`config.mk`:
```
export PLATFORM = sky130hd
export DESIGN_NAME = sct_scale
export DESIGN_NICKNAME = d
export VERILOG_FILES = /design/src/rtl/sct_pkg.sv /design/src/rtl/sct_scale.sv
export VERILOG_INCLUDE_DIRS = /design/src /design/src/rtl
export SDC_FILE = /design/constraint.sdc
export NUM_CORES = 2
export LEC_CHECK = 0
export ABC_AREA = 1
export BUFFER_PORTS_ARGS = -buffer_cell sky130_fd_sc_hd__clkbuf_2
export CAP_MARGIN = 10
export CORE_ASPECT_RATIO = 0.9
export CORE_MARGIN = 2
export CORE_UTILIZATION = 30
export DETAILED_ROUTE_END_ITERATION = 8
export HOLD_SLACK_MARGIN = 0.12
export SYNTH_ARGS = -nofsm -noshare
export SYNTH_HDL_FRONTEND = slang
export SYNTH_SLANG_ARGS = --single-unit
export TNS_END_PERCENT = 1
```
`constraint.sdc`:
```
create_clock -name clk_i -period 7.6 [get_ports clk_i]
set_input_delay 0.38 -clock clk_i [delete_from_list [all_inputs] [get_ports clk_i]]
set_output_delay 0.38 -clock clk_i [all_outputs]
set_load 0.02 [all_outputs]
```
`src/rtl/assert_macros.svh`:
```
// Assertion macros shared by the compare-time generator RTL.
`ifndef ASSERT_MACROS_SVH
`define ASSERT_MACROS_SVH
`ifndef SYNTHESIS
`define SCT_ASSERT_CLK(label, clk, rstn, prop, msg) \
  label: assert property (@(posedge clk) disable iff (!rstn) prop) else $error(msg);
`define SCT_ASSERT(label, prop, msg) \
  `SCT_ASSERT_CLK(label, clk_i, rst_ni, prop, msg)
`else
`define SCT_ASSERT_CLK(label, clk, rstn, prop, msg)
`define SCT_ASSERT(label, prop, msg)
`endif
`endif

```
`src/rtl/sct_pkg.sv`:
```
// Package: constants, types and helpers of the compare-time generator.
`timescale 1ns / 1ps
package sct_pkg;

  localparam int VOLT_WIDTH_DEF = 16;
  localparam int CFG_W          = 16;
  localparam int PER_W          = 16;
  localparam int TIME_W         = 15;
  localparam int SECT_W         = 3;
  localparam int K_W            = 15;
  localparam int BUS_SHIFT      = 29;
  localparam int APB_DW         = 32;
  localparam int PADDR_W        = 3;

  localparam logic [K_W-1:0]   SQRT3_Q14   = 15'd28378;
  localparam logic [CFG_W-1:0] BUS_RESET   = 16'd32767;
  localparam logic [CFG_W-1:0] PER_RESET   = 16'd1000;

  typedef enum logic {
    REG_BUS_VOLTAGE = 1'b0,
    REG_PWM_PERIOD  = 1'b1
  } sct_reg_e;

  typedef enum logic [SECT_W-1:0] {
    SECT_NULL_LO = 3'd0,
    SECT_1       = 3'd1,
    SECT_2       = 3'd2,
    SECT_3       = 3'd3,
    SECT_4       = 3'd4,
    SECT_5       = 3'd5,
    SECT_6       = 3'd6,
    SECT_NULL_HI = 3'd7
  } sct_sector_e;

  typedef struct packed {
    sct_sector_e sector;
    logic        over;
  } sct_tag_t;

  // divider operand width: covers bus << 29 and the sum of two numerators
  function automatic int div_width(input int volt_width);
    return (volt_width + 16 > CFG_W + BUS_SHIFT) ? volt_width + 16 : CFG_W + BUS_SHIFT;
  endfunction

endpackage

```
`src/rtl/sct_scale.sv`:
```
// Scaling stages: sqrt3 products, overmodulation test and divider operand select.
`timescale 1ns / 1ps
`include "assert_macros.svh"
module sct_scale #(
  parameter int VOLT_WIDTH = sct_pkg::VOLT_WIDTH_DEF
) (
  input  logic                                       clk_i,
  input  logic                                       rst_ni,
  input  logic                                       valid_i,
  output logic                                       ready_o,
  input  logic [VOLT_WIDTH+14:0]                     pf_i,
  input  logic [VOLT_WIDTH+14:0]                     ps_i,
  input  sct_pkg::sct_sector_e                       sector_i,
  input  logic [sct_pkg::CFG_W-1:0]                  bus_i,
  input  logic [sct_pkg::CFG_W-1:0]                  per_i,
  output logic                                       valid_o,
  input  logic                                       ready_i,
  output logic [sct_pkg::div_width(VOLT_WIDTH)-1:0]  den_o,
  output logic [sct_pkg::div_width(VOLT_WIDTH)-1:0]  num1_o,
  output logic [sct_pkg::div_width(VOLT_WIDTH)-1:0]  num2_o,
  output sct_pkg::sct_tag_t                          tag_o
);
  import sct_pkg::*;

  localparam int PW = VOLT_WIDTH + 15;
  localparam int MW = VOLT_WIDTH + 30;
  localparam int DW = div_width(VOLT_WIDTH);
  localparam int BW = CFG_W + BUS_SHIFT;
  localparam int CW = (MW + 1 > BW) ? MW + 1 : BW;

  logic              vc_q, vd_q;
  logic              ready_c, ready_d;
  logic [MW-1:0]     m1_d, m2_d, m1_q, m2_q;
  logic [PW-1:0]     pf_q, ps_q;
  sct_sector_e       sect_q;
  logic [CW-1:0]     msum, bus_sh;
  logic              over;
  logic [DW-1:0]     den_d, n1_d, n2_d, den_q, n1_q, n2_q;
  sct_tag_t          tag_d, tag_q;

  assign ready_d = !vd_q || ready_i;
  assign ready_c = !vc_q || ready_d;
  assign ready_o = ready_c;

  assign m1_d = MW'(pf_i) * MW'(SQRT3_Q14);
  assign m2_d = MW'(ps_i) * MW'(SQRT3_Q14);

  always_comb begin
    msum   = CW'(m1_q) + CW'(m2_q);
    bus_sh = CW'({bus_i, {BUS_SHIFT{1'b0}}});
    over   = (per_i != '0) && (msum > bus_sh);
    if (over) begin
      den_d = DW'(pf_q) + DW'(ps_q);
      n1_d  = DW'(pf_q);
      n2_d  = DW'(ps_q);
    end else if (bus_i != '0 && per_i != '0) begin
      den_d = DW'({bus_i, {BUS_SHIFT{1'b0}}});
      n1_d  = DW'(m1_q);
      n2_d  = DW'(m2_q);
    end else begin
      den_d = DW'(1);
      n1_d  = '0;
      n2_d  = '0;
    end
    tag_d.sector = sect_q;
    tag_d.over   = over;
  end

  always_ff @(posedge clk_i or negedge rst_ni) begin
    if (!rst_ni) begin
      vc_q <= 1'b0;
      vd_q <= 1'b0;
    end else begin
      if (ready_c) vc_q <= valid_i;
      if (ready_d) vd_q <= vc_q;
    end
  end

  always_ff @(posedge clk_i) begin
    if (ready_c && valid_i) begin
      m1_q   <= m1_d;
      m2_q   <= m2_d;
      pf_q   <= pf_i;
      ps_q   <= ps_i;
      sect_q <= sector_i;
    end
    if (ready_d && vc_q) begin
      den_q <= den_d;
      n1_q  <= n1_d;
      n2_q  <= n2_d;
      tag_q <= tag_d;
    end
  end

  assign valid_o = vd_q;
  assign den_o   = den_q;
  assign num1_o  = n1_q;
  assign num2_o  = n2_q;
  assign tag_o   = tag_q;

  `SCT_ASSERT(a_num_fits, vd_q |-> (n1_q <= den_q && n2_q <= den_q && den_q != '0), "numerator above divisor")

endmodule

```
==> results.md <==
- Clock Sinks: 292
- Hold WC Path Type: primary input to flip-flop
- Detail Route Antenna Nets: 0
- Worst slew pin tran: 1.15 ns
- Hold_buf cts: 40
- Grt ovf: 0
- Largest net degree at the start of global routing: 140
- Post-CTS Setup Inserts: 0
- CTS tree: yes
- Synth Cell Area: 35,200 µm²
- Final Non-Filler Cells: 5,828
- Sum of buffers and inverters on the critical path: 2
- Mapped Avg Cell Area: 8.95 µm²
- HPWL after DPL: 96.5 mm
- Setup-failing EPs final: 0
- CP Max Fanout: 63
- Worst setup SP type: flip-flop
- Most common cell after layout, fill and taps aside: inv_1
- Post-Place Cells: 5,717
- CTS H-tree lvls: 2
- Netlist cell types: 49
- R2R setup slack: 1.10 ns
- Status: finished, final reports clean
- CP peak stage delay: 0.58 ns
- Clk root buf: clkbuf_16
- Finished Cell Area: 39,900 µm²
- WP data arrival: 6.87 ns
- Row count: 119
- Port bufs: 241
- Number of DRC markers in iteration 0: 2,082
- Initial cell density of the core: 0.302
- Crit path kind: flip-flop to flip-flop
- Multi-input logic area: 22,400 µm²
- Final GP Congestion: 0.962
- Final worst-path cycle share: 0.855
- Vias in the first global route: 27,400
- Ant diodes: 0
- Fin. max-slew vios: 0
- Die ar.: 120,000 µm²
- Clock skew: 0.0300 ns
- Crit path time final: 6.50 ns
- Placement Cell Area: 38,200 µm²
- Crit. End Element: flip-flop
- WP data required: 7.97 ns
- Area Overhead vs Synth: 13.2%
- CP most frequent cell: nand2_1
- RSZ-0062 raised after global routing: false
- Fill cell count: 12,200
- Top delay family on crit path: simple AND/OR/NAND/NOR gates
- Final number of hold-violating endpoints: 0
- Max-capacitance violation count: 0
- Primary FF master, synth: edfxtp_1
- Vias/cell: 4.66
- Resized cells post-CTS: 0
- Yosys warning total: 0
- Routed WL per cell: 19.3 µm
- Core area: 117,000 µm²
- Syn_nets: 4,859
- Clock-pin slew on the worst setup and hold paths: 0.06 ns
- Reg area: 8760 µm²
- DRC viols: 0
- First-pass GRT wire length: 171 mm
- DRT Pass-1 Iters: 5
- CTS buffer count: 41
- Setup TNS: 0 ns
- Commonest non-fill, non-tap cells in the layout: inv_1, nand2_1, ha_1, fa_1, edfxtp_1
- Number of synthesized register bits: 292
- Worst skew pair latency: 0.61 ns
- Die height: 329 µm
- FMAX: 0.154 GHz
- Num ports: 242
- Maximum clock path buffer count: 3
- Initial antenna violation count: 6
- Die outline width: 365 µm
- Final WL: 113 mm
- Slew HR: 0.226
- Ratio of cells with drive above 1 in the final layout: 0.0924
- Worst path slowest cell: buf_4
- Total GRT Usage: 0.190
- Seq/Total Area, Yosys: 0.248
- Vias: 27,200
- Ys async rst share: 0.00685
- Number of flops mapped to enable cells by yosys: 290
- Nets: 5,147
- Synth Instances: 3,940
-- kinds of logic (layout without fill, tap and decap cells) --
family	after synthesis	after routing	synth area share
buffers and inverters	1050	1365	0.117
adder cells (fa/ha/maj)	818	818	0.375
AO/OA/AOI/OAI	372	372	0.0595
XOR/XNOR	183	183	0.0455
flip-flops	292	292	0.248
AND/OR/NAND/NOR	1225	1225	0.154
-- metrics by stage --
| stage | util | hold slack [ns] | setup WS (ns) |
|---|---|---|---|
| 2_1_floorplan | - | 0.0844 | 2.30 |
| 6_report | 0.342 | 0.155 | 1.10 |
| 3_3_place_gp | 0.327 | 0.166 | 1.38 |
| 3_5_place_dp | 0.327 | 0.168 | 1.32 |
| 5_1_grt | 0.342 | 0.134 | 0.584 |
| 4_1_cts | 0.342 | 0.122 | 1.26 |
-- synthesized netlist by cell type, drive strengths merged (24+ instances only) --
| cell type | instances | area (µm²) |
|---|---|---|
| buf | 36 | 322 |
| nand2 | 626 | 2370 |
| xnor2 | 78 | 683 |
| edfxtp | 290 | 8710 |
| fa | 397 | 7950 |
| nand4 | 154 | 970 |
| a31oi | 35 | 219 |
| nand3 | 92 | 493 |
| ha | 421 | 5270 |
| nor2 | 285 | 1190 |
| inv | 1002 | 3760 |
| xor2 | 105 | 920 |
| a21oi | 195 | 980 |
| nor3 | 24 | 130 |
| o21ai | 73 | 369 |
-- final timing paths --
check,startpoint,endpoint,cells after the start
worst max register to register,pf_q[0],num2_o[23],31
max in group asynchronous,rst_ni,vc_q,3
worst max-delay path,pf_q[0],num2_o[23],31
worst min-delay path,pf_i[12],pf_q[12],1
min in group asynchronous,rst_ni,valid_o,3
worst min register to register,sect_q[1],tag_o[2],0
-- flip-flops by register name (all words and copies together), names as in the netlist, 4 cells and up --
| signal | cells |
|---|---|
| den_o | 45 |
| num1_o | 45 |
| num2_o | 45 |
| m1_q | 43 |
| m2_q | 43 |
| pf_q | 31 |
| ps_q | 31 |
| tag_o | 4 |
-- cell type report --
| class | instances | area share |
|---|---|---|
| multi-input cells | 2598 | 0.561 |
| clock inverters | 22 | 0.00571 |
| repair buffers | 293 | 0.0429 |
| inverters | 1002 | 0.0944 |
| well taps | 1573 | 0.0493 |
| flip-flops and latches | 292 | 0.220 |
| clock buffers | 48 | 0.0274 |
-- routing by layer --
| layer | GRT usage | vias to the layer above | wire length [µm] | part of all wire |
|---|---|---|---|---|
| met1 | 0.262 | 13100 | 50800 | 0.45 |
| met5 | 0 | - | 13 | 0.00012 |
| met2 | 0.306 | 818 | 51600 | 0.46 |
| met3 | 0.0316 | 127 | 6570 | 0.058 |
| li1 | - | 13100 | - | - |
| met4 | 0.0586 | 2 | 3780 | 0.034 |
Power is left out: the tool's default activity adds up to more than one toggle a clock period on the data nets, which glitch-free logic cannot reach.
