[config.mk]
export PLATFORM = sky130hd
export DESIGN_NAME = sct_sector
export DESIGN_NICKNAME = d
export VERILOG_FILES = /design/src/rtl/assert_macros.svh /design/src/rtl/sct_pkg.sv /design/src/rtl/sct_sector.sv
export SDC_FILE = /design/constraint.sdc
export NUM_CORES = 1
export LEC_CHECK = 0
export BUFFER_PORTS_ARGS = -buffer_cell sky130_fd_sc_hd__buf_2
export CAP_MARGIN = 20
export CELL_PAD_IN_SITES_DETAIL_PLACEMENT = 1
export CELL_PAD_IN_SITES_GLOBAL_PLACEMENT = 2
export CORE_ASPECT_RATIO = 0.8
export CORE_MARGIN = 3
export CORE_UTILIZATION = 43
export DETAILED_ROUTE_END_ITERATION = 6
export GPL_TIMING_DRIVEN = 0
export MAX_ROUTING_LAYER = met4
export PLACE_DENSITY_LB_ADDON = 0.1
export SETUP_SLACK_MARGIN = 0.1
export SLEW_MARGIN = 5
export SYNTH_ARGS = -nofsm -noshare
export SYNTH_HDL_FRONTEND = slang
export SYNTH_SLANG_ARGS = --single-unit
export TNS_END_PERCENT = 30
[constraint.sdc]
create_clock -name clk_i -period 7.6 [get_ports clk_i]
set_clock_uncertainty 0.15 [all_clocks]
set_input_delay 2.28 -clock clk_i [delete_from_list [all_inputs] [get_ports clk_i]]
set_output_delay 2.28 -clock clk_i [all_outputs]
set_load 0.005 [all_outputs]
[src/rtl/assert_macros.svh]
// Assertion macros shared by the compare-time generator RTL.
`ifndef ASSERT_MACROS_SVH
`define ASSERT_MACROS_SVH
`ifndef SYNTHESIS
`define SCT_ASSERT_CLK(label, clk, rstn, prop, msg) \
  label: assert property (@(posedge clk) disable iff (!rstn) prop) else $error(msg);
`define SCT_ASSERT(label, prop, msg) \
  `SCT_ASSERT_CLK(label, clk_i, rst_ni, prop, msg)
`else
`define SCT_ASSERT_CLK(label, clk, rstn, prop, msg)
`define SCT_ASSERT(label, prop, msg)
`endif
`endif

[src/rtl/sct_pkg.sv]
// Package: constants, types and helpers of the compare-time generator.
`timescale 1ns / 1ps
package sct_pkg;

  localparam int VOLT_WIDTH_DEF = 16;
  localparam int CFG_W          = 16;
  localparam int PER_W          = 16;
  localparam int TIME_W         = 15;
  localparam int SECT_W         = 3;
  localparam int K_W            = 15;
  localparam int BUS_SHIFT      = 29;
  localparam int APB_DW         = 32;
  localparam int PADDR_W        = 3;

  localparam logic [K_W-1:0]   SQRT3_Q14   = 15'd28378;
  localparam logic [CFG_W-1:0] BUS_RESET   = 16'd32767;
  localparam logic [CFG_W-1:0] PER_RESET   = 16'd1000;

  typedef enum logic {
    REG_BUS_VOLTAGE = 1'b0,
    REG_PWM_PERIOD  = 1'b1
  } sct_reg_e;

  typedef enum logic [SECT_W-1:0] {
    SECT_NULL_LO = 3'd0,
    SECT_1       = 3'd1,
    SECT_2       = 3'd2,
    SECT_3       = 3'd3,
    SECT_4       = 3'd4,
    SECT_5       = 3'd5,
    SECT_6       = 3'd6,
    SECT_NULL_HI = 3'd7
  } sct_sector_e;

  typedef struct packed {
    sct_sector_e sector;
    logic        over;
  } sct_tag_t;

  // divider operand width: covers bus << 29 and the sum of two numerators
  function automatic int div_width(input int volt_width);
    return (volt_width + 16 > CFG_W + BUS_SHIFT) ? volt_width + 16 : CFG_W + BUS_SHIFT;
  endfunction

endpackage

[src/rtl/sct_sector.sv]
// Projection and sector stages: sector code and the two active-time numerators.
`timescale 1ns / 1ps
module sct_sector #(
  parameter int VOLT_WIDTH = sct_pkg::VOLT_WIDTH_DEF
) (
  input  logic                         clk_i,
  input  logic                         rst_ni,
  input  logic                         valid_i,
  output logic                         ready_o,
  input  logic signed [VOLT_WIDTH-1:0] alpha_i,
  input  logic signed [VOLT_WIDTH-1:0] beta_i,
  output logic                         valid_o,
  input  logic                         ready_i,
  output logic [VOLT_WIDTH+14:0]       pf_o,
  output logic [VOLT_WIDTH+14:0]       ps_o,
  output sct_pkg::sct_sector_e         sector_o
);
  import sct_pkg::*;

  localparam int SW = VOLT_WIDTH + K_W + 1;
  localparam int PJ = VOLT_WIDTH + 17;
  localparam int PW = VOLT_WIDTH + 15;

  logic                         va_q, vb_q;
  logic                         ready_a, ready_b;
  logic signed [SW-1:0]         s_d, s_q;
  logic signed [VOLT_WIDTH-1:0] beta_q;
  logic signed [PJ-1:0]         b14, s_x, px, py, pz, f, g;
  sct_sector_e                  sect_d, sect_q;
  logic [PW-1:0]                pf_d, ps_d, pf_q, ps_q;

  assign ready_b = !vb_q || ready_i;
  assign ready_a = !va_q || ready_b;
  assign ready_o = ready_a;

  assign s_d = alpha_i * $signed({1'b0, SQRT3_Q14});

  always_comb begin
    b14    = {{3{beta_q[VOLT_WIDTH-1]}}, beta_q, 14'b0};
    s_x    = PJ'(s_q);
    px     = b14 <<< 1;
    py     = s_x + b14;
    pz     = b14 - s_x;
    sect_d = sct_sector_e'({py[PJ-1], pz[PJ-1],
                            (!beta_q[VOLT_WIDTH-1] && (beta_q != '0))});
    unique case (sect_d)
      SECT_1: begin
        f = pz;
        g = py;
      end
      SECT_2: begin
        f = py;
        g = -px;
      end
      SECT_3: begin
        f = -pz;
        g = px;
      end
      SECT_4: begin
        f = -px;
        g = pz;
      end
      SECT_5: begin
        f = px;
        g = -py;
      end
      SECT_6: begin
        f = -py;
        g = -pz;
      end
      default: begin
        f = '0;
        g = '0;
      end
    endcase
    pf_d = f[PJ-1] ? '0 : f[PW-1:0];
    ps_d = g[PJ-1] ? '0 : g[PW-1:0];
  end

  always_ff @(posedge clk_i or negedge rst_ni) begin
    if (!rst_ni) begin
      va_q <= 1'b0;
      vb_q <= 1'b0;
    end else begin
      if (ready_a) va_q <= valid_i;
      if (ready_b) vb_q <= va_q;
    end
  end

  always_ff @(posedge clk_i) begin
    if (ready_a && valid_i) begin
      s_q    <= s_d;
      beta_q <= beta_i;
    end
    if (ready_b && va_q) begin
      pf_q   <= pf_d;
      ps_q   <= ps_d;
      sect_q <= sect_d;
    end
  end

  assign valid_o  = vb_q;
  assign pf_o     = pf_q;
  assign ps_o     = ps_q;
  assign sector_o = sect_q;

endmodule

==> results.json, run 1 <==
{
  "status": "finished, final reports clean",
  "finalHoldViolCount": 0,
  "worstHoldPathCells": 1,
  "async_flop_share_pct": 1.79,
  "pin_count": 103,
  "fin_area_mm2": 0.0175,
  "ys_types": 102,
  "syn2layout_area_growth_pct": 14.5,
  "synth_top_family_by_area": "adder cells",
  "holdPathEnd": "valid_o$_DFFE_PN0P_",
  "crit_path_start_kind": "input port",
  "placed_area_mm2": 0.0166,
  "synth_mux_area_share_pct": 1.09,
  "postSynthCellCount": 1710,
  "synth_area_mm2": 0.0153,
  "yosysSeqAreaShare_pct": 21.9,
  "slew_viol_final": 0,
  "track_usage_pct": 30.9,
  "finalCriticalPeriod_ns": 7.57,
  "drt_iter0_markers": 1201,
  "grt_max_degree": 64,
  "max_cap_violations": 0,
  "wire_per_inst_um": 24.8,
  "detailed_place_hpwl_um": 45000,
  "whs_ns": 0.365,
  "cts-root-buf": "clkbuf_16",
  "drc": 0,
  "rr_endpoint": "pf_o[24]$_SDFFCE_PP0P_",
  "clock_latency_ns": 0.39,
  "die_area_mm2": 0.0379,
  "ant_nets": 0,
  "portBuffers": 100,
  "period_share_pct": 99.6,
  "clk_path_buf_depth": 2,
  "synthSimpleGateAreaFrac_pct": 16.0,
  "yosysWarningCount": 0,
  "core_mm2": 0.0350,
  "cts_hold_buf": 0,
  "gp_congestion": 0.960,
  "setup_viol": 0,
  "rsz0062_at_grt": "yes",
  "tritoncts": "done",
  "synth_area_per_cell_um2": 8.95,
  "final_util_pct": 50.2,
  "vias_per_cell": 5.95,
  "max_freq_mhz": 132,
  "cts_made_buffers": 9,
  "h-tree-depth": 3,
  "hp-class": "register to register",
  "cp.arrival_ns": 7.60,
  "synthFlopType": "edfxtp_1",
  "rr_worst_depth": 14,
  "regToRegStartpoint": "beta_q[4]$_DFFE_PP_",
  "holdCritStartpoint": "va_q$_DFFE_PN0N_",
  "antenna_found_initial": 1,
  "worstPathRequired_ns": 7.64,
  "synth_seq_cells": 112,
  "synth_edf_count": 110,
  "firstDrtPassIters": 7,
  "synth_compound_area_share_pct": 18.6,
  "reg2reg_slack_ns": 1.52,
  "die_w_um": 217,
  "drt_wl_total_um": 57600,
  "path_class": "input port to register",
  "antenna_cells": 0,
  "clkTransAtPathRegs_ns": 0.09,
  "synth-adder-area-share_pct": 27.2,
  "grt_overflow": 0,
  "path_max_fanout": 4,
  "layout.nets": 2146,
  "tightest_slew_ns": 1.32,
  "initial_core_util_pct": 43.8,
  "end_kind": "register",
  "clock_sinks": 112,
  "grt_pass1_wl_um": 86900,
  "slew_headroom_pct": 12.0,
  "synth_xor_area_share_pct": 6.90,
  "grt_pass1_vias": 14300,
  "via_count": 13800,
  "drive_above_1_share_pct": 16.7,
  "num_rows": 61,
  "die_h_um": 175
}
-- metrics by stage --
step / setup WS (ns) / instances / setup TNS (ns)
after floorplan: 0.100 / 1711 / 0
after global placement: -1.11 / 2283 / -4.57
after detailed placement: -1.23 / 2285 / -5.76
after CTS: -0.0225 / 2316 / -0.0438
after global routing: -0.179 / 2325 / -0.448
final: 0.0334 / 2325 / 0
-- registers in the layout, indices dropped and copies added, names as in the netlist --
name and count:
va_q 1, sector_o 3, valid_o 1, beta_q 16, s_q 31, pf_o 30, ps_o 30
-- worst max-delay path by stage --
stage	slack, ns	endpoint	from
global route	-0.18	s_q[29]$_DFFE_PP_	alpha_i[9]
floorplan	0.10	s_q[29]$_DFFE_PP_	alpha_i[11]
finish	0.03	s_q[29]$_DFFE_PP_	alpha_i[9]
detailed placement	-1.23	s_q[29]$_DFFE_PP_	alpha_i[15]
CTS	-0.02	s_q[31]$_DFFE_PP_	alpha_i[7]
global placement	-1.11	s_q[29]$_DFFE_PP_	alpha_i[15]
-- cells in the mapped netlist, types with 15 or more instances --
library cell | count | area, um^2
and3_1 | 20 | 125
buf_2 | 24 | 120
nand3_1 | 35 | 175
edfxtp_1 | 110 | 3300
xnor2_1 | 81 | 709
ha_1 | 145 | 1810
o21ai_0 | 65 | 325
o22ai_1 | 20 | 125
inv_1 | 233 | 875
nand2_1 | 96 | 360
nor3_1 | 54 | 270
nand4_1 | 16 | 100
a211oi_1 | 18 | 135
clkbuf_1 | 51 | 191
or3_1 | 15 | 93.8
a21o_1 | 27 | 203
a22oi_1 | 16 | 120
a31oi_1 | 16 | 100
nor2_1 | 121 | 454
a21oi_1 | 108 | 541
nand2b_1 | 15 | 93.8
fa_1 | 117 | 2340
xor2_1 | 34 | 298
-- what timing repair did --
item,CTS,global route
endpoints found under the setup margin,8,8
gates resized for setup,60,27
setup buffers,14,8
cloned,1,0
pin swaps,43,41
endpoints found under the hold margin,0,0
-- critical path: stages --
cell	delay [ns]
buf_8	0.11
ha_4	0.28
inv_4	0.04
fa_1	0.57
fa_1	0.44
inv_2	0.07
fa_2	0.44
fa_1	0.54
inv_2	0.05
fa_1	0.51
inv_2	0.05
ha_4	0.25
nand4_1	0.14
or2_4	0.28
o22a_4	0.23
a311oi_4	0.30
nor3_4	0.07
o21a_1	0.22
o21bai_4	0.17
and2_4	0.17
o21ai_4	0.05
a221oi_4	0.30
-- cell type report --
cell class              count  area (um^2)
plain buffers              85          387
clock buffers               9          225
clock inverters             7         77.6
fillers                  4105        17400
inverters                 235          895
multi-input cells        1279        11200
flip-flops and latches    112         3350
well taps                 472          591
repair buffers            126          833
-- per-layer routing --
| layer | vias up | GRT usage, % | wire (um) |
|---|---|---|---|
| met1 | 6934 | 41.5 | 25700 |
| met4 | 0 | 8.91 | 1590 |
| li1 | 6271 | - | - |
| met2 | 529 | 48.4 | 26100 |
| met5 | - | - | 0 |
| met3 | 95 | 5.16 | 4100 |
-- logic make-up (layout without fill, tap and decap cells) --
logic type      count (synthesis)  in the layout
mux                            16             16
buf+inv                       320            462
fa+ha+maj                     263            263
other cells                     1              2
simple gates                  467            467
flops                         112            112
compound gates                413            413
xor+xnor                      118            118
-- cells in the final DEF, fill, tap and decap left out, types with 11 or more instances in the layout --
cell / n
fa_1: 115
inv_1: 220
a31oi_1: 16
edfxtp_1: 110
nand4_1: 16
a21o_1: 27
a21oi_2: 14
ha_4: 23
clkbuf_1: 51
a211oi_1: 18
ha_1: 119
a22oi_1: 16
xor2_1: 34
inv_2: 11
o21ai_0: 64
a21oi_1: 102
nand2b_1: 15
and3_1: 20
buf_2: 114
buf_4: 29
nor2_1: 120
mux2i_1: 11
o22ai_1: 20
xnor2_1: 79
nor2b_1: 11
or3_1: 15
a221oi_1: 13
nand2_1: 96
nor3_1: 53
nand3_1: 34
Power of run 1 is left out: the tool's default activity adds up to more than one toggle a clock period on the data nets, which glitch-free logic cannot reach.
==> run 2, diff against run 1 <==
CORE_UTILIZATION = 36   (was 43)
clock period = 6.8 ns   (was 7.6 ns; I/O delays follow)
==> run 2 against run 1 <==
Against the previous run: cell area decreased by 0.89%; largest cell class unchanged; the run now ends with negative setup slack left; sequential share of layout area increased by 0.17 points; critical path type unchanged; worst hold slack lost 0.013 ns; global-route usage down 4.1 points; first-iteration DRC count is 5.2% lower; die area grew 19%; via count shrank 0.38%; flip-flop and latch count unchanged.
==> results.json, run 2 (synthesized netlist as in run 1, its figures left out) <==
{
  "whs_ns": 0.352,
  "max_stage_delay_ns": 0.50,
  "wire_per_inst_um": 24.6,
  "cp.arrival_ns": 7.38,
  "firstDrtPassIters": 6,
  "path_common_cell": "fa_1",
  "via_count": 13800,
  "slowest_stage": "fa_1",
  "syn2layout_area_growth_pct": 13.5,
  "tightest_slew_ns": 1.21,
  "antenna_cells": 0,
  "drt_iter0_markers": 1139,
  "clkTransAtPathRegs_ns": 0.08,
  "largest_reg_flops": 31,
  "cts-root-buf": "clkbuf_16",
  "vias_per_cell": 5.76,
  "status": "finished, violations left",
  "slew_headroom_pct": 19.3,
  "grt_overflow": 0,
  "cts_made_buffers": 9,
  "worstPathRequired_ns": 6.86,
  "crit_cells": 22,
  "h-tree-depth": 3,
  "drc": 0,
  "max_freq_mhz": 137,
  "layout_common_cells": "inv_1, ha_1, nor2_1",
  "die_area_mm2": 0.0451,
  "clk_path_buf_depth": 2,
  "core_mm2": 0.0413,
  "post-place-ws_ns": -1.38,
  "gp_congestion": 0.958,
  "slew_viol_final": 0,
  "grt_max_degree": 64,
  "worstHoldPathCells": 1,
  "num_rows": 66,
  "portBuffers": 100,
  "end_kind": "register",
  "die_w_um": 237,
  "final_common_cell": "inv_1",
  "period_share_pct": 108,
  "path_class": "input port to register",
  "pin_count": 103,
  "setup_viol": 10,
  "layout.nets": 2139,
  "antenna_found_initial": 1,
  "crit_chain": "buf_4 > ha_4 > inv_4 > fa_1 > fa_1 > inv_1 > fa_1 > fa_1 > inv_1 > fa_1 > inv_2 > ha_4 > nand4_1 > or2_4 > o22a_1 > a311oi_2 > nor3_2 > o21a_1 > o21bai_4 > and2_1 > o21ai_1 > a221oi_2",
  "ant_nets": 0,
  "detailed_place_hpwl_um": 47300,
  "violations": "negative setup slack",
  "path_delay_family": "adder cells",
  "path_max_fanout": 4,
  "die_h_um": 190,
  "finalCriticalPeriod_ns": 7.32,
  "cts_hold_buf": 0,
  "clock_latency_ns": 0.40,
  "rr_worst_depth": 15,
  "worst_slack_ns": -0.516,
  "drt_wl_total_um": 58900,
  "drive_above_1_share_pct": 15.7,
  "regMostFlops": "s_q",
  "crit_path_start_kind": "input port",
  "initial_core_util_pct": 37.1,
  "rsz0062_at_grt": "yes",
  "hp-class": "register to register",
  "grt_pass1_vias": 14000,
  "max_cap_violations": 0,
  "finalHoldViolCount": 0,
  "final_util_pct": 42.1,
  "clock_sinks": 112,
  "grt_pass1_wl_um": 88900,
  "path_buf_inv": 5,
  "tritoncts": "done",
  "track_usage_pct": 26.8
}
run 2: changes by cell type in the layout (fill, tap and decap cells not counted), sizes merged:
cell / previous run / this run
buf: 159 / 153
bufinv: 0 / 1
clkbuf: 60 / 61
inv: 237 / 236
bufbuf: 1 / 0
clkinvlp: 0 / 2
clkinv: 5 / 2
run 2: stage by stage:
step | std cells | cell area (um^2) | setup TNS (ns)
CTS | 2383 | 17300 | -2.99
finish | 2390 | 17400 | -3.07
global route | 2390 | 17400 | -5.18
global placement | 2355 | 16700 | -10.74
floorplan | 1711 | 15500 | -1.98
detailed placement | 2358 | 16700 | -12.09
run 2: worst paths after layout:
path,startpoint,end,slack [ns]
max in group asynchronous,rst_ni,va_q$_DFFE_PN0N_,5.15
worst min register to register,va_q$_DFFE_PN0N_,valid_o$_DFFE_PN0P_,0.35
worst max-delay path,alpha_i[8],s_q[29]$_DFFE_PP_,-0.52
worst min-delay path,va_q$_DFFE_PN0N_,valid_o$_DFFE_PN0P_,0.35
worst max register to register,beta_q[0]$_DFFE_PP_,ps_o[22]$_SDFFCE_PP0P_,0.79
min in group asynchronous,rst_ni,va_q$_DFFE_PN0N_,1.26
run 2: worst reg2reg max path: cells and delay by family (launching register included):
family | cells | cell delay [ns]
flip-flops | 1 | 0.54
adder cells (fa/ha/maj) | 2 | 0.72
AND/OR/NAND/NOR | 3 | 0.71
AO/OA/AOI/OAI | 5 | 0.94
buffers and inverters | 5 | 2.75
run 2: area by class of cell:
class                           count  area [um^2]
Timing Repair Buffer              119          711
Tap cell                          544          681
Sequential cell                   112         3350
Multi-Input combinational cell   1279        11100
Inverter                          235          887
Clock inverter                      6         67.6
Buffer                             85          387
Fill cell                        4822        23900
Clock buffer                       10          229
run 2: metal layers:
metal | vias up | wire length (um) | share of wire (%) | global-route usage [%]
li1 | 6261 | - | - | -
met1 | 6974 | 28300 | 48 | 38.3
met2 | 461 | 25700 | 44 | 40.1
met3 | 81 | 3670 | 6.2 | 4.35
met4 | 0 | 1100 | 1.9 | 5.97
met5 | - | 0 | 0 | -
run 2: repair_timing:
action,in CTS,in global routing
resized for setup,39,9
buffers inserted,9,5
pin swaps,28,18
endpoints found under the setup margin,12,14
Power of run 2 is left out for the same reason.
