[config.mk]
export PLATFORM = sky130hd
export DESIGN_NAME = sct_timing_flat
export DESIGN_NICKNAME = d
export VERILOG_FILES = /design/src/rtl/sct_pkg.sv /design/src/rtl/sct_out_if.sv /design/src/rtl/sct_timing.sv /design/src/flat_wrapper.sv
export VERILOG_INCLUDE_DIRS = /design/src /design/src/rtl
export SDC_FILE = /design/constraint.sdc
export NUM_CORES = 1
export LEC_CHECK = 0
export ABC_AREA = 1
export BUFFER_PORTS_ARGS = -buffer_cell sky130_fd_sc_hd__buf_2
export CORE_ASPECT_RATIO = 1.75
export CORE_MARGIN = 2
export CORE_UTILIZATION = 60
export DETAILED_ROUTE_END_ITERATION = 8
export GPL_TIMING_DRIVEN = 0
export HOLD_SLACK_MARGIN = 0.05
export PLACE_DENSITY = 0.87
export SLEW_MARGIN = 20
export SYNTH_ARGS = -nofsm -noshare
export SYNTH_HDL_FRONTEND = slang
export SYNTH_SLANG_ARGS = --single-unit
[constraint.sdc]
create_clock -name clk_i -period 5.2 [get_ports clk_i]
set_input_delay 0.78 -clock clk_i [delete_from_list [all_inputs] [get_ports clk_i]]
set_output_delay 0.78 -clock clk_i [all_outputs]
set_load 0.03 [all_outputs]
[src/rtl/assert_macros.svh]
// Assertion macros shared by the compare-time generator RTL.
`ifndef ASSERT_MACROS_SVH
`define ASSERT_MACROS_SVH
`ifndef SYNTHESIS
`define SCT_ASSERT_CLK(label, clk, rstn, prop, msg) \
  label: assert property (@(posedge clk) disable iff (!rstn) prop) else $error(msg);
`define SCT_ASSERT(label, prop, msg) \
  `SCT_ASSERT_CLK(label, clk_i, rst_ni, prop, msg)
`else
`define SCT_ASSERT_CLK(label, clk, rstn, prop, msg)
`define SCT_ASSERT(label, prop, msg)
`endif
`endif

[src/rtl/sct_pkg.sv]
// Package: constants, types and helpers of the compare-time generator.
`timescale 1ns / 1ps
package sct_pkg;

  localparam int VOLT_WIDTH_DEF = 16;
  localparam int CFG_W          = 16;
  localparam int PER_W          = 16;
  localparam int TIME_W         = 15;
  localparam int SECT_W         = 3;
  localparam int K_W            = 15;
  localparam int BUS_SHIFT      = 29;
  localparam int APB_DW         = 32;
  localparam int PADDR_W        = 3;

  localparam logic [K_W-1:0]   SQRT3_Q14   = 15'd28378;
  localparam logic [CFG_W-1:0] BUS_RESET   = 16'd32767;
  localparam logic [CFG_W-1:0] PER_RESET   = 16'd1000;

  typedef enum logic {
    REG_BUS_VOLTAGE = 1'b0,
    REG_PWM_PERIOD  = 1'b1
  } sct_reg_e;

  typedef enum logic [SECT_W-1:0] {
    SECT_NULL_LO = 3'd0,
    SECT_1       = 3'd1,
    SECT_2       = 3'd2,
    SECT_3       = 3'd3,
    SECT_4       = 3'd4,
    SECT_5       = 3'd5,
    SECT_6       = 3'd6,
    SECT_NULL_HI = 3'd7
  } sct_sector_e;

  typedef struct packed {
    sct_sector_e sector;
    logic        over;
  } sct_tag_t;

  // divider operand width: covers bus << 29 and the sum of two numerators
  function automatic int div_width(input int volt_width);
    return (volt_width + 16 > CFG_W + BUS_SHIFT) ? volt_width + 16 : CFG_W + BUS_SHIFT;
  endfunction

endpackage

[src/rtl/sct_out_if.sv]
// Output channel: three phase compare times, sector code and overmodulation flag.
`timescale 1ns / 1ps
interface sct_out_if;
  logic                            valid;
  logic                            ready;
  logic [sct_pkg::TIME_W-1:0]      compare_a;
  logic [sct_pkg::TIME_W-1:0]      compare_b;
  logic [sct_pkg::TIME_W-1:0]      compare_c;
  logic [sct_pkg::SECT_W-1:0]      sector_code;
  logic                            overmodulated;

  modport source (output valid, compare_a, compare_b, compare_c, sector_code,
                  overmodulated, input ready);
  modport sink   (input valid, compare_a, compare_b, compare_c, sector_code,
                  overmodulated, output ready);
endinterface

[src/rtl/sct_timing.sv]
// Output stage: seven-segment compare times per sector, output register.
`timescale 1ns / 1ps
`include "assert_macros.svh"
module sct_timing (
  input  logic                         clk_i,
  input  logic                         rst_ni,
  input  logic                         valid_i,
  output logic                         ready_o,
  input  logic [sct_pkg::PER_W-1:0]    t1_i,
  input  logic [sct_pkg::PER_W-1:0]    t2_i,
  input  logic [sct_pkg::CFG_W-1:0]    per_i,
  input  sct_pkg::sct_tag_t            tag_i,
  sct_out_if.source                    out_if
);
  import sct_pkg::*;

  localparam int QW = PER_W + 2;

  logic              v_q;
  logic [QW-1:0]     qn, tbn, tcn;
  logic [TIME_W-1:0] ta, tb, tc, ca_d, cb_d, cc_d, ca_q, cb_q, cc_q;
  sct_sector_e       sect_q;
  logic              over_q;

  assign ready_o = !v_q || out_if.ready;

  always_comb begin
    qn  = QW'(per_i) - QW'(t1_i) - QW'(t2_i);
    tbn = qn + QW'({t1_i, 1'b0});
    tcn = tbn + QW'({t2_i, 1'b0});
    ta  = qn[TIME_W+1:2];
    tb  = tbn[TIME_W+1:2];
    tc  = tcn[TIME_W+1:2];
    unique case (tag_i.sector)
      SECT_1: begin
        ca_d = tb; cb_d = ta; cc_d = tc;
      end
      SECT_2: begin
        ca_d = ta; cb_d = tc; cc_d = tb;
      end
      SECT_3: begin
        ca_d = ta; cb_d = tb; cc_d = tc;
      end
      SECT_4: begin
        ca_d = tc; cb_d = tb; cc_d = ta;
      end
      SECT_5: begin
        ca_d = tc; cb_d = ta; cc_d = tb;
      end
      SECT_6: begin
        ca_d = tb; cb_d = tc; cc_d = ta;
      end
      default: begin
        ca_d = '0; cb_d = '0; cc_d = '0;
      end
    endcase
  end

  always_ff @(posedge clk_i or negedge rst_ni) begin
    if (!rst_ni) begin
      v_q <= 1'b0;
    end else if (ready_o) begin
      v_q <= valid_i;
    end
  end

  always_ff @(posedge clk_i) begin
    if (ready_o && valid_i) begin
      ca_q   <= ca_d;
      cb_q   <= cb_d;
      cc_q   <= cc_d;
      sect_q <= tag_i.sector;
      over_q <= tag_i.over;
    end
  end

  assign out_if.valid         = v_q;
  assign out_if.compare_a     = ca_q;
  assign out_if.compare_b     = cb_q;
  assign out_if.compare_c     = cc_q;
  assign out_if.sector_code   = sect_q;
  assign out_if.overmodulated = over_q;

  `SCT_ASSERT(a_times_fit, valid_i |-> (({1'b0, t1_i} + {1'b0, t2_i}) <= {1'b0, per_i}), "active times exceed period")
  `SCT_ASSERT(a_null_zero, v_q && (sect_q == SECT_NULL_LO || sect_q == SECT_NULL_HI) |-> (ca_q == '0 && cb_q == '0 && cc_q == '0 && !over_q), "null vector with nonzero output")

endmodule

[src/flat_wrapper.sv]
// flat-port wrapper written by rule: the top's interface ports become plain ports
module sct_timing_flat import sct_pkg::*;
  (clk_i, rst_ni, valid_i, ready_o, t1_i, t2_i, per_i, tag_i, out_if_valid, out_if_compare_a, out_if_compare_b, out_if_compare_c, out_if_sector_code, out_if_overmodulated, out_if_ready);
  sct_out_if out_if_i ();
  input  logic clk_i;
  input  logic rst_ni;
  input  logic valid_i;
  output logic ready_o;
  input  logic [sct_pkg::PER_W-1:0] t1_i;
  input  logic [sct_pkg::PER_W-1:0] t2_i;
  input  logic [sct_pkg::CFG_W-1:0] per_i;
  input  sct_pkg::sct_tag_t tag_i;
  output wire logic [$bits(out_if_i.valid)-1:0] out_if_valid;
  output wire logic [$bits(out_if_i.compare_a)-1:0] out_if_compare_a;
  output wire logic [$bits(out_if_i.compare_b)-1:0] out_if_compare_b;
  output wire logic [$bits(out_if_i.compare_c)-1:0] out_if_compare_c;
  output wire logic [$bits(out_if_i.sector_code)-1:0] out_if_sector_code;
  output wire logic [$bits(out_if_i.overmodulated)-1:0] out_if_overmodulated;
  input wire logic [$bits(out_if_i.ready)-1:0] out_if_ready;
  assign out_if_valid = out_if_i.valid;
  assign out_if_compare_a = out_if_i.compare_a;
  assign out_if_compare_b = out_if_i.compare_b;
  assign out_if_compare_c = out_if_i.compare_c;
  assign out_if_sector_code = out_if_i.sector_code;
  assign out_if_overmodulated = out_if_i.overmodulated;
  assign out_if_i.ready = out_if_ready;
  sct_timing u_core (.clk_i(clk_i), .rst_ni(rst_ni), .valid_i(valid_i), .ready_o(ready_o), .t1_i(t1_i), .t2_i(t2_i), .per_i(per_i), .tag_i(tag_i), .out_if(out_if_i));
endmodule
==> impl_metrics.csv, run 1 <==
group,metric,value,unit
outcome,status,"finished, violations left",
outcome,violations,"setup timing",
clock_network,clock_path_buffers,2,
finish,areaGrowthSynthToFinish,27.8,%
sta,tightest_slew,0.836,ns
synth,ys_warn_count,0,
power_and_ir_drop,power.leakage,3.01,nW
worst_setup_path,arrival,5.37,ns
synth,yosys.area_share.xor_xnor,0.0585,
drt,drt_wl_total,16300,um
clock_network,clk_latency,0.29,ns
sta,slew_headroom,0.441,
die,coreArea,8260,um2
clock_network,clkSinkCount,50,
synth,async_reset_ff_frac,0.0200,
sta,post-route-period-util,1.03,
finish,seq_area,1500,um2
die,initial_utilization,0.614,
power_and_ir_drop,p_total,0.00429,W
worst_setup_path,rr_startpoint,"u_core.out_if.valid$_DFFE_PN0N_",
worst_setup_path,path_max_fanout,5,
drt,drc,0,
synth,yosysSeqAreaShare,0.295,
drt,first_pass_iters,6,
drt,vias,5429,
power_and_ir_drop,ir_drop,411,uV
power_and_ir_drop,power.density,662,nW/um2
die,die_area,9230,um2
finish,drive_above_1_share,0.306,
sta,whs,0.252,ns
worst_setup_path,critPathCaptureType,"flop",
finish,multi_input_area,3720,um2
global_routing,antenna_found_initial,0,
global_routing,grt_pass1_wl,22600,um
synth,syn_inst,635,
sta,fin_ws,-0.144,ns
sta,finalHoldViolCount,0,
finish,finalCoreUtilization,0.784,
sta,fin_worst_skew,0.00307,ns
die,die_h,126,um
sta,fmax,187,MHz
finish,n_antenna_cell,0,
worst_setup_path,cp.required,5.23,ns
finish,mostFrequentLayoutCells,"nand2_1 (159), buf_2 (110), inv_1 (85), nand3_1 (68), edfxtp_1 (49)",
synth,synth-simple-area-share,0.250,
synth,synth_nets,757,
drt,wire_per_inst,19.2,um
worst_setup_path,crit_type,"in2reg",
clock_network,clk_pin_slew,0.06,ns
finish,nets,879,
synth,synth_seq_cells,50,
clock_network,cts-root-buf,"clkbuf_16",
die,rows,44,
global_routing,gr-usage-all-layers,0.314,
drt,vias_per_cell,6.39,
global_routing,grt_max_degree,26,
place,port_buffers,106,
synth,synthMuxAreaShare,0,
clock_network,cts_tree,"done",
global_routing,overflow,0,
synth,synth_edf_count,49,
synth,synth_top_family_by_area,"simple AND/OR/NAND/NOR gates",
die,pin_count,107,
finish,layout_commonest_cell,"nand2_1",
synth,avgSynthCellArea,7.98,um2
global_routing,grt_pass1_vias,4931,
sta,fin_crit,5.34,ns
worst_setup_path,crit_path_start_kind,"input pin",
place,gp_routability_congestion,0.983,
clock_network,cts_buffers,5,
synth,synth_cell_types,40,
place,dp_hpwl,11600,um
synth,synth_area,5070,um2
die,die_x,73.5,um
sta,finalMaxSlewViolations,0,
clock_network,h-tree-depth,2,
finish,fillers,524,
drt,drt_iter0_markers,553,
synth,synth-adder-area-share,0.190,
synth,synth-compound-area-share,0.133,
run,cap_violations,0,
worst_setup_path,crit_path_start,"t1_i[6]",
drt,drtAntennaViolNets,0,
sta,tns,-0.688,ns
sta,setup_viol,14,
hold_path,hold_class,"in2async",
synth,synthFlopType,"edfxtp_1",
-- cells by family (layout without fill, tap and decap cells) --
family / count (synthesis) / after routing
flip-flops: 50 / 50
buffers and inverters: 99 / 222
XOR/XNOR: 33 / 33
AO/OA/AOI/OAI: 106 / 106
adder cells (fa/ha/maj): 66 / 66
AND/OR/NAND/NOR: 281 / 281
-- worst paths after layout --
check	depth (start not counted)	end	slack, ns
max	24	u_core.out_if.compare_b[11]$_DFFE_PP_	-0.14
min	1	u_core.out_if.valid$_DFFE_PN0N_	0.25
max reg2reg	2	u_core.out_if.compare_a[2]$_DFFE_PP_	3.54
min reg2reg	2	u_core.out_if.valid$_DFFE_PN0N_	0.58
max in group asynchronous	1	u_core.out_if.valid$_DFFE_PN0N_	4.87
min in group clk_i	2	u_core.out_if.valid$_DFFE_PN0N_	0.58
-- Yosys cell counts, types with 4 or more instances --
master | instances | share of area
o21ai_0 | 11 | 0.011
o21bai_1 | 4 | 0.0059
nand3_2 | 5 | 0.0099
nand4_1 | 5 | 0.0062
buf_2 | 4 | 0.0039
nor2_4 | 4 | 0.0089
nand2_1 | 162 | 0.12
fa_1 | 18 | 0.071
inv_2 | 9 | 0.0067
ha_1 | 48 | 0.12
a21oi_1 | 42 | 0.041
o21ai_1 | 9 | 0.0089
xor2_1 | 17 | 0.029
o221ai_1 | 9 | 0.016
xnor2_1 | 15 | 0.026
nor3_1 | 4 | 0.0039
inv_1 | 85 | 0.063
a31oi_1 | 5 | 0.0062
nand2_2 | 9 | 0.011
o21ai_2 | 4 | 0.0069
nand3_1 | 71 | 0.070
edfxtp_1 | 49 | 0.29
nor2_1 | 13 | 0.0096
o211ai_1 | 12 | 0.018
-- worst max-delay path: stages --
cell	delay [ns]
buf_2	0.09
inv_1	0.06
fa_1	0.58
ha_2	0.32
a21oi_1	0.25
o21ai_2	0.15
a21oi_4	0.19
xnor2_2	0.13
ha_1	0.39
nand2_1	0.10
inv_1	0.12
nand4_1	0.21
nand3_4	0.17
nand3_1	0.09
nand2_1	0.11
xor2_2	0.27
ha_1	0.31
a21oi_1	0.17
inv_1	0.09
o21bai_1	0.15
o21ai_1	0.13
or2_2	0.32
nand3_1	0.09
nand3_1	0.09
-- report_power, final --
group          leakage [nW]  internal (W)  switching, W
logic                  2.45       0.00116       0.00215
clock network        0.0698      0.000178      0.000139
registers             0.487      0.000636     0.0000236
total                  3.01       0.00198       0.00231
-- metal layers --
layer	up-vias	share of wire	global-route usage	wire length (um)
met1	2497	0.34	0.352	5550
met5	-	0	0	0
met2	418	0.53	0.567	8570
met3	104	0.074	0.0306	1210
li1	2410	-	-	-
met4	0	0.060	0.159	971
-- flip-flops by register name (all words and copies together), names as in the netlist --
register / cells
u_core.out_if.compare_c: 15
u_core.out_if.compare_b: 15
u_core.out_if.sector_code: 3
u_core.out_if.valid: 1
u_core.out_if.overmodulated: 1
u_core.out_if.compare_a: 15
-- through the flow --
stage | worst slack (ns) | instances | area (um2)
6_report | -0.144 | 850 | 6480
4_1_cts | 0.0157 | 844 | 6010
5_1_grt | -0.328 | 850 | 6480
2_1_floorplan | 0.320 | 635 | 5070
3_3_place_gp | -0.524 | 833 | 5710
3_5_place_dp | -0.632 | 834 | 5750
-- layout make-up --
type	count	area share
Timing Repair Buffer	115	0.0954
Inverter	94	0.0545
Multi-Input combinational cell	486	0.575
Buffer	5	0.00367
Tap cell	92	0.0178
Clock inverter	3	0.00328
Clock buffer	5	0.0193
Sequential cell	50	0.231
-- what timing repair did --
item                                    CTS  global route
gates resized for setup                  13            72
buffers inserted                          2             6
hold buffers                              0             0
pin swaps                                 2            18
endpoints found under the setup margin   15            15
(Power assumes the default switching activity.)
==> inputs of run 2 (changes only) <==
- CTS_BUF_LIST: not set -> sky130_fd_sc_hd__clkbuf_2
==> run 2 against run 1 <==
Net effect: the flow still finishes with violations (setup timing); critical path depth is the same; die area is the same; setup slack gained 0.079 ns; power shrank 8.4%; sequential cell count is the same; wire length shrank 6.7%; non-clock buffer count grew 1; clock skew grew 0.024 ns; critical endpoint is now u_core.out_if.compare_b[12]$_DFFE_PP_; largest power group unchanged.
==> impl_metrics.csv, run 2 (synthesis gave the netlist of run 1 again) <==
group,metric,value,unit
outcome,status,"finished, violations left",
outcome,violations,"setup timing",
power_and_ir_drop,power.leakage,2.94,nW
drt,drt_wl_total,15200,um
power_and_ir_drop,ir_drop,423,uV
worst_setup_path,critPathCaptureType,"flop",
power_and_ir_drop,power.density,637,nW/um2
clock_network,clk_pin_slew,0.22,ns
sta,fin_ws,-0.0646,ns
worst_setup_path,crit_top_cell,"nand2_1",
worst_setup_path,slowest_stage,"fa_1",
worst_setup_path,cp_cell_sequence,"buf_2 -> inv_1 -> fa_1 -> ha_2 -> nand3_1 -> nand2_2 -> nand2_1 -> nand2_2 -> a31oi_2 -> xnor2_2 -> ha_1 -> a21oi_1 -> nand2_1 -> nand2_2 -> o211ai_2 -> and2_1 -> ha_2 -> nand2_1 -> nor4_1 -> o21ai_1 -> nand2_1 -> nand2_1 -> nand3_1 -> nand3_1",
finish,mostFrequentLayoutCells,"nand2_1 (160), buf_2 (110), inv_1 (85), nand3_1 (70), edfxtp_1 (49)",
finish,finalCoreUtilization,0.746,
clock_network,clk_latency,0.45,ns
finish,drive_above_1_share,0.277,
drt,first_pass_iters,5,
hold_path,whs_path_depth,1,
clock_network,clock_path_buffers,2,
place,pre_cts_ws,-0.632,ns
worst_setup_path,r2r-end,"u_core.out_if.compare_a[2]$_DFFE_PP_",
worst_setup_path,path_delay_family,"simple AND/OR/NAND/NOR gates",
worst_setup_path,cpPeakStageDelay,0.49,ns
clock_network,h-tree-depth,2,
clock_network,cts_tree,"done",
worst_setup_path,cp.required,5.39,ns
sta,post-route-period-util,1.01,
drt,drtAntennaViolNets,0,
finish,seq_area,1500,um2
sta,finalMaxSlewViolations,0,
global_routing,gr-usage-all-layers,0.309,
sta,slew_headroom,0.438,
global_routing,grt_pass1_vias,4862,
die,die_area,9230,um2
sta,tightest_slew,0.842,ns
worst_setup_path,reg2reg_depth,2,
global_routing,antenna_found_initial,0,
place,port_buffers,106,
worst_setup_path,arrival,5.46,ns
die,rows,44,
die,die_h,126,um
finish,multi_input_area,3500,um2
global_routing,grt_pass1_wl,22300,um
worst_setup_path,path_max_fanout,5,
sta,fin_crit,5.26,ns
sta,setup_viol,3,
global_routing,overflow,0,
global_routing,grt_max_degree,26,
sta,rsz0062_at_grt,"yes",
finish,areaGrowthSynthToFinish,21.6,%
drt,drc,0,
sta,finalHoldViolCount,0,
finish,fillers,592,
sta,fin_worst_skew,0.0266,ns
drt,vias_per_cell,6.08,
clock_network,clkSinkCount,50,
clock_network,cts_buffers,5,
die,die_x,73.5,um
hold_path,hold_class,"in2reg",
power_and_ir_drop,p_total,0.00392,W
place,gp_routability_congestion,0.983,
die,pin_count,107,
finish,layout_commonest_cell,"nand2_1",
die,initial_utilization,0.614,
drt,drt_iter0_markers,493,
worst_setup_path,crit_type,"in2reg",
drt,wire_per_inst,17.9,um
clock_network,cts-root-buf,"clkbuf_2",
worst_setup_path,critPathBufInv,2,
hold_path,hp-start,"tag_i[0]",
die,coreArea,8260,um2
worst_setup_path,rrSetupSlack,3.53,ns
place,dp_hpwl,11600,um
hold_path,min_to,"u_core.out_if.overmodulated$_DFFE_PP_",
worst_setup_path,crit_path_start_kind,"input pin",
run,cap_violations,0,
finish,n_antenna_cell,0,
finish,nets,880,
sta,fmax,190,MHz
worst_setup_path,rr_startpoint,"u_core.out_if.valid$_DFFE_PN0N_",
drt,vias,5175,
==> run 2: changes by cell type in the layout (fill, tap and decap cells not counted), moves of 5 or more <==
cell / change
ha_1: +6
a21oi_1: +6
ha_4: -5
clkbuf_2: +5
clkbuf_16: -5
==> run 2: per-layer routing <==
layer	wire (um)	track usage	vias up
met5	0	0	-
met4	705	0.137	0
met3	834	0.0234	71
met2	8110	0.562	294
met1	5560	0.354	2412
li1	-	-	2398
==> run 2: worst max path at each step <==
stage / from / end / slack (ns) / depth (start not counted)
2_1_floorplan: t1_i[2] / u_core.out_if.compare_a[12]$_DFFE_PP_ / 0.32 / 26
3_3_place_gp: t1_i[2] / u_core.out_if.compare_b[12]$_DFFE_PP_ / -0.52 / 27
3_5_place_dp: t1_i[2] / u_core.out_if.compare_b[12]$_DFFE_PP_ / -0.63 / 27
4_1_cts: t1_i[2] / u_core.out_if.compare_b[12]$_DFFE_PP_ / 0.007 / 27
5_1_grt: t1_i[4] / u_core.out_if.compare_c[13]$_DFFE_PP_ / -0.14 / 23
6_report: t1_i[2] / u_core.out_if.compare_b[12]$_DFFE_PP_ / -0.06 / 24
==> run 2: report_power, final <==
group / internal, W / leakage, nW / switching [W]
clock network: 0.0000331 / 0.0289 / 0.000125
registers: 0.000634 / 0.487 / 0.0000240
logic: 0.00107 / 2.42 / 0.00203
==> run 2: cell type report <==
class | count | area share
inverter | 94 | 0.0573
multi-input combinational | 486 | 0.568
buffer | 5 | 0.00386
sequential | 50 | 0.243
tap | 92 | 0.0187
clock inverter | 3 | 0.00345
timing repair buffer | 116 | 0.102
clock buffer | 5 | 0.00406
==> run 2: timing repair <==
action | CTS | global route
endpoints found under the setup margin | 3 | 15
hold buffers | 0 | 1
pin swaps | 1 | 8
buffers inserted | 1 | 7
endpoints found under the hold margin | 0 | 1
resized for setup | 2 | 47
==> run 2: stage by stage <==
| step | hold WS (ns) | cells | cell area, um2 | setup TNS [ns] |
|---|---|---|---|---|
| 2_1_floorplan | 0.484 | 635 | 5070 | 0 |
| 3_3_place_gp | 0.488 | 833 | 5710 | -4.65 |
| 3_5_place_dp | 0.556 | 834 | 5750 | -7.74 |
| 4_1_cts | 0.0575 | 843 | 5810 | 0 |
| 5_1_grt | 0.490 | 851 | 6160 | -0.898 |
| 6_report | 0.516 | 851 | 6160 | -0.101 |
==> run 2: worst register-to-register path: stages (launching register included) <==
cell     delay [ns]
dfrtp_1        0.47
a21oi_4        0.69
buf_16         0.25
==> inputs of run 3 (changes only) <==
- CORE_UTILIZATION: 60 -> 50
- PLACE_DENSITY: 0.87 -> 0.74
==> run 3 against run 2 <==
Net effect: the run now ends clean; non-clock buffer count stayed put; register-to-register slack worse by 0.02 ns; hold slack worse by 0.035 ns; fmax is 6.3% higher; design area is 0.16% higher; first-iteration DRC count is 49% lower; largest power group unchanged.
==> impl_metrics.csv, run 3 (synthesis gave the netlist of run 1 again) <==
group,metric,value,unit
outcome,status,"finished clean",
global_routing,grt_max_degree,28,
finish,mostFrequentLayoutCells,"nand2_1 (160), buf_2 (110), inv_1 (85), nand3_1 (69), edfxtp_1 (49)",
finish,areaGrowthSynthToFinish,21.8,%
hold_path,min_to,"u_core.out_if.overmodulated$_DFFE_PP_",
sta,slew_headroom,0.483,
worst_setup_path,slowest_stage,"fa_1",
die,coreArea,9850,um2
sta,fin_worst_skew,0.0416,ns
place,placed_cells,867,
global_routing,grt_pass1_wl,21500,um
sta,fmax,202,MHz
drt,drt_wl_total,13700,um
clock_network,clk_latency,0.45,ns
sta,finalMaxSlewViolations,0,
place,port_buffers,106,
drt,vias,4874,
place,gp_routability_congestion,0.905,
sta,tightest_slew,0.773,ns
sta,fin_crit,4.95,ns
sta,post-route-period-util,0.952,
drt,wire_per_inst,15.5,um
drt,vias_per_cell,5.51,
worst_setup_path,cp_cell_sequence,"buf_2 -> inv_1 -> fa_1 -> ha_2 -> nand3_1 -> nand2_2 -> nand2_1 -> nand2_2 -> a31oi_2 -> xnor2_2 -> ha_1 -> a21oi_1 -> nand2_1 -> nand2_1 -> xnor2_2 -> ha_1 -> nand2_1 -> nor2_1 -> nand3_1 -> nand3_2 -> or2_2 -> nand3_1 -> nand3_1",
die,initial_utilization,0.515,
die,die_x,80.1,um
worst_setup_path,critPathBufInv,2,
worst_setup_path,path_delay_family,"simple AND/OR/NAND/NOR gates",
worst_setup_path,arrival,5.13,ns
drt,drt_iter0_markers,251,
hold_path,whs_path_depth,1,
worst_setup_path,r2r-end,"u_core.out_if.compare_b[7]$_DFFE_PP_",
worst_setup_path,cp.required,5.38,ns
worst_setup_path,rr_startpoint,"u_core.out_if.valid$_DFFE_PN0N_",
sta,setup_viol,0,
worst_setup_path,crit_type,"in2reg",
clock_network,clk_pin_slew,0.25,ns
worst_setup_path,reg2reg_depth,2,
worst_setup_path,crit_path_start_kind,"input pin",
global_routing,grt_pass1_vias,4724,
hold_path,hp-start,"tag_i[0]",
sta,whs,0.481,ns
clock_network,cts-root-buf,"clkbuf_2",
finish,final_design_area_no_fill,6170,um2
finish,nets,880,
worst_setup_path,path_max_fanout,5,
power_and_ir_drop,power.leakage,2.95,nW
clock_network,clock_path_buffers,2,
place,place_area,5790,um2
finish,finalNonFillerCells,885,
finish,finalCoreUtilization,0.627,
clock_network,h-tree-depth,2,
die,die_area,11000,um2
worst_setup_path,cpPeakStageDelay,0.52,ns
die,die_h,137,um
clock_network,cts_tree,"done",
place,pre_cts_ws,-0.723,ns
finish,layout_commonest_cell,"nand2_1",
drt,first_pass_iters,6,
worst_setup_path,crit_cells,23,
clock_network,cts_buffers,5,
global_routing,gr-usage-all-layers,0.253,
drt,drc,0,
drt,drtAntennaViolNets,0,
finish,drive_above_1_share,0.271,
global_routing,overflow,0,
global_routing,antenna_found_initial,1,
sta,finalHoldViolCount,0,
sta,fin_ws,0.247,ns
worst_setup_path,critPathCaptureType,"flop",
power_and_ir_drop,power.density,633,nW/um2
clock_network,clkSinkCount,50,
run,cap_violations,0,
hold_path,hold_class,"in2reg",
worst_setup_path,rrSetupSlack,3.51,ns
place,dp_hpwl,11200,um
power_and_ir_drop,ir_drop,357,uV
die,pin_count,107,
die,rows,48,
[run 3: where the power goes]
group	switching [W]	internal (W)	leakage (nW)	total (W)
sequential	0.0000231	0.000634	0.487	0.000657
combinational	0.00199	0.00106	2.43	0.00305
clock	0.000118	0.0000830	0.0392	0.000201
[run 3: metal layers]
layer  wire [um]  GRT usage  vias to the layer above  part of all wire
met2        7450      0.475                      153              0.54
met1        5270      0.293                     2292              0.38
li1            -          -                     2395                 -
met5           0          0                        -                 0
met4         480      0.105                        0             0.035
met3         547     0.0131                       34             0.040
[run 3: how the worst max path moves through the flow]
stage / start / end
after global placement: t1_i[2] / u_core.out_if.compare_c[12]$_DFFE_PP_
after global routing: t1_i[2] / u_core.out_if.compare_b[13]$_DFFE_PP_
after detailed placement: t1_i[2] / u_core.out_if.compare_c[12]$_DFFE_PP_
final: t1_i[2] / u_core.out_if.compare_b[10]$_DFFE_PP_
after CTS: t1_i[2] / u_core.out_if.compare_c[12]$_DFFE_PP_
after floorplan: t1_i[2] / u_core.out_if.compare_a[12]$_DFFE_PP_
[run 3: area by class of cell]
type | instances | area (um2)
timing repair buffer | 116 | 628
multi-input combinational | 486 | 3440
inverter | 94 | 353
clock inverter | 2 | 37.5
sequential | 50 | 1500
clock buffer | 6 | 30.0
buffer | 5 | 23.8
fill | 889 | 3680
tap | 125 | 156
antenna | 1 | 2.50
[run 3: stage by stage]
stage	total power (W)	TNS, ns
detailed placement	0.00343	-9.21
floorplan	0.00280	0
finish	0.00391	0
CTS	0.00366	0
global placement	0.00338	-4.95
global route	0.00427	-0.0625
[run 3: what timing repair did]
action                     in CTS  in global routing
hold endpoints to repair        1                  0
resized for setup               4                 38
hold buffers                    1                  0
pin swaps                       1                 10
buffers inserted                1                  7
setup endpoints to repair       5                 15
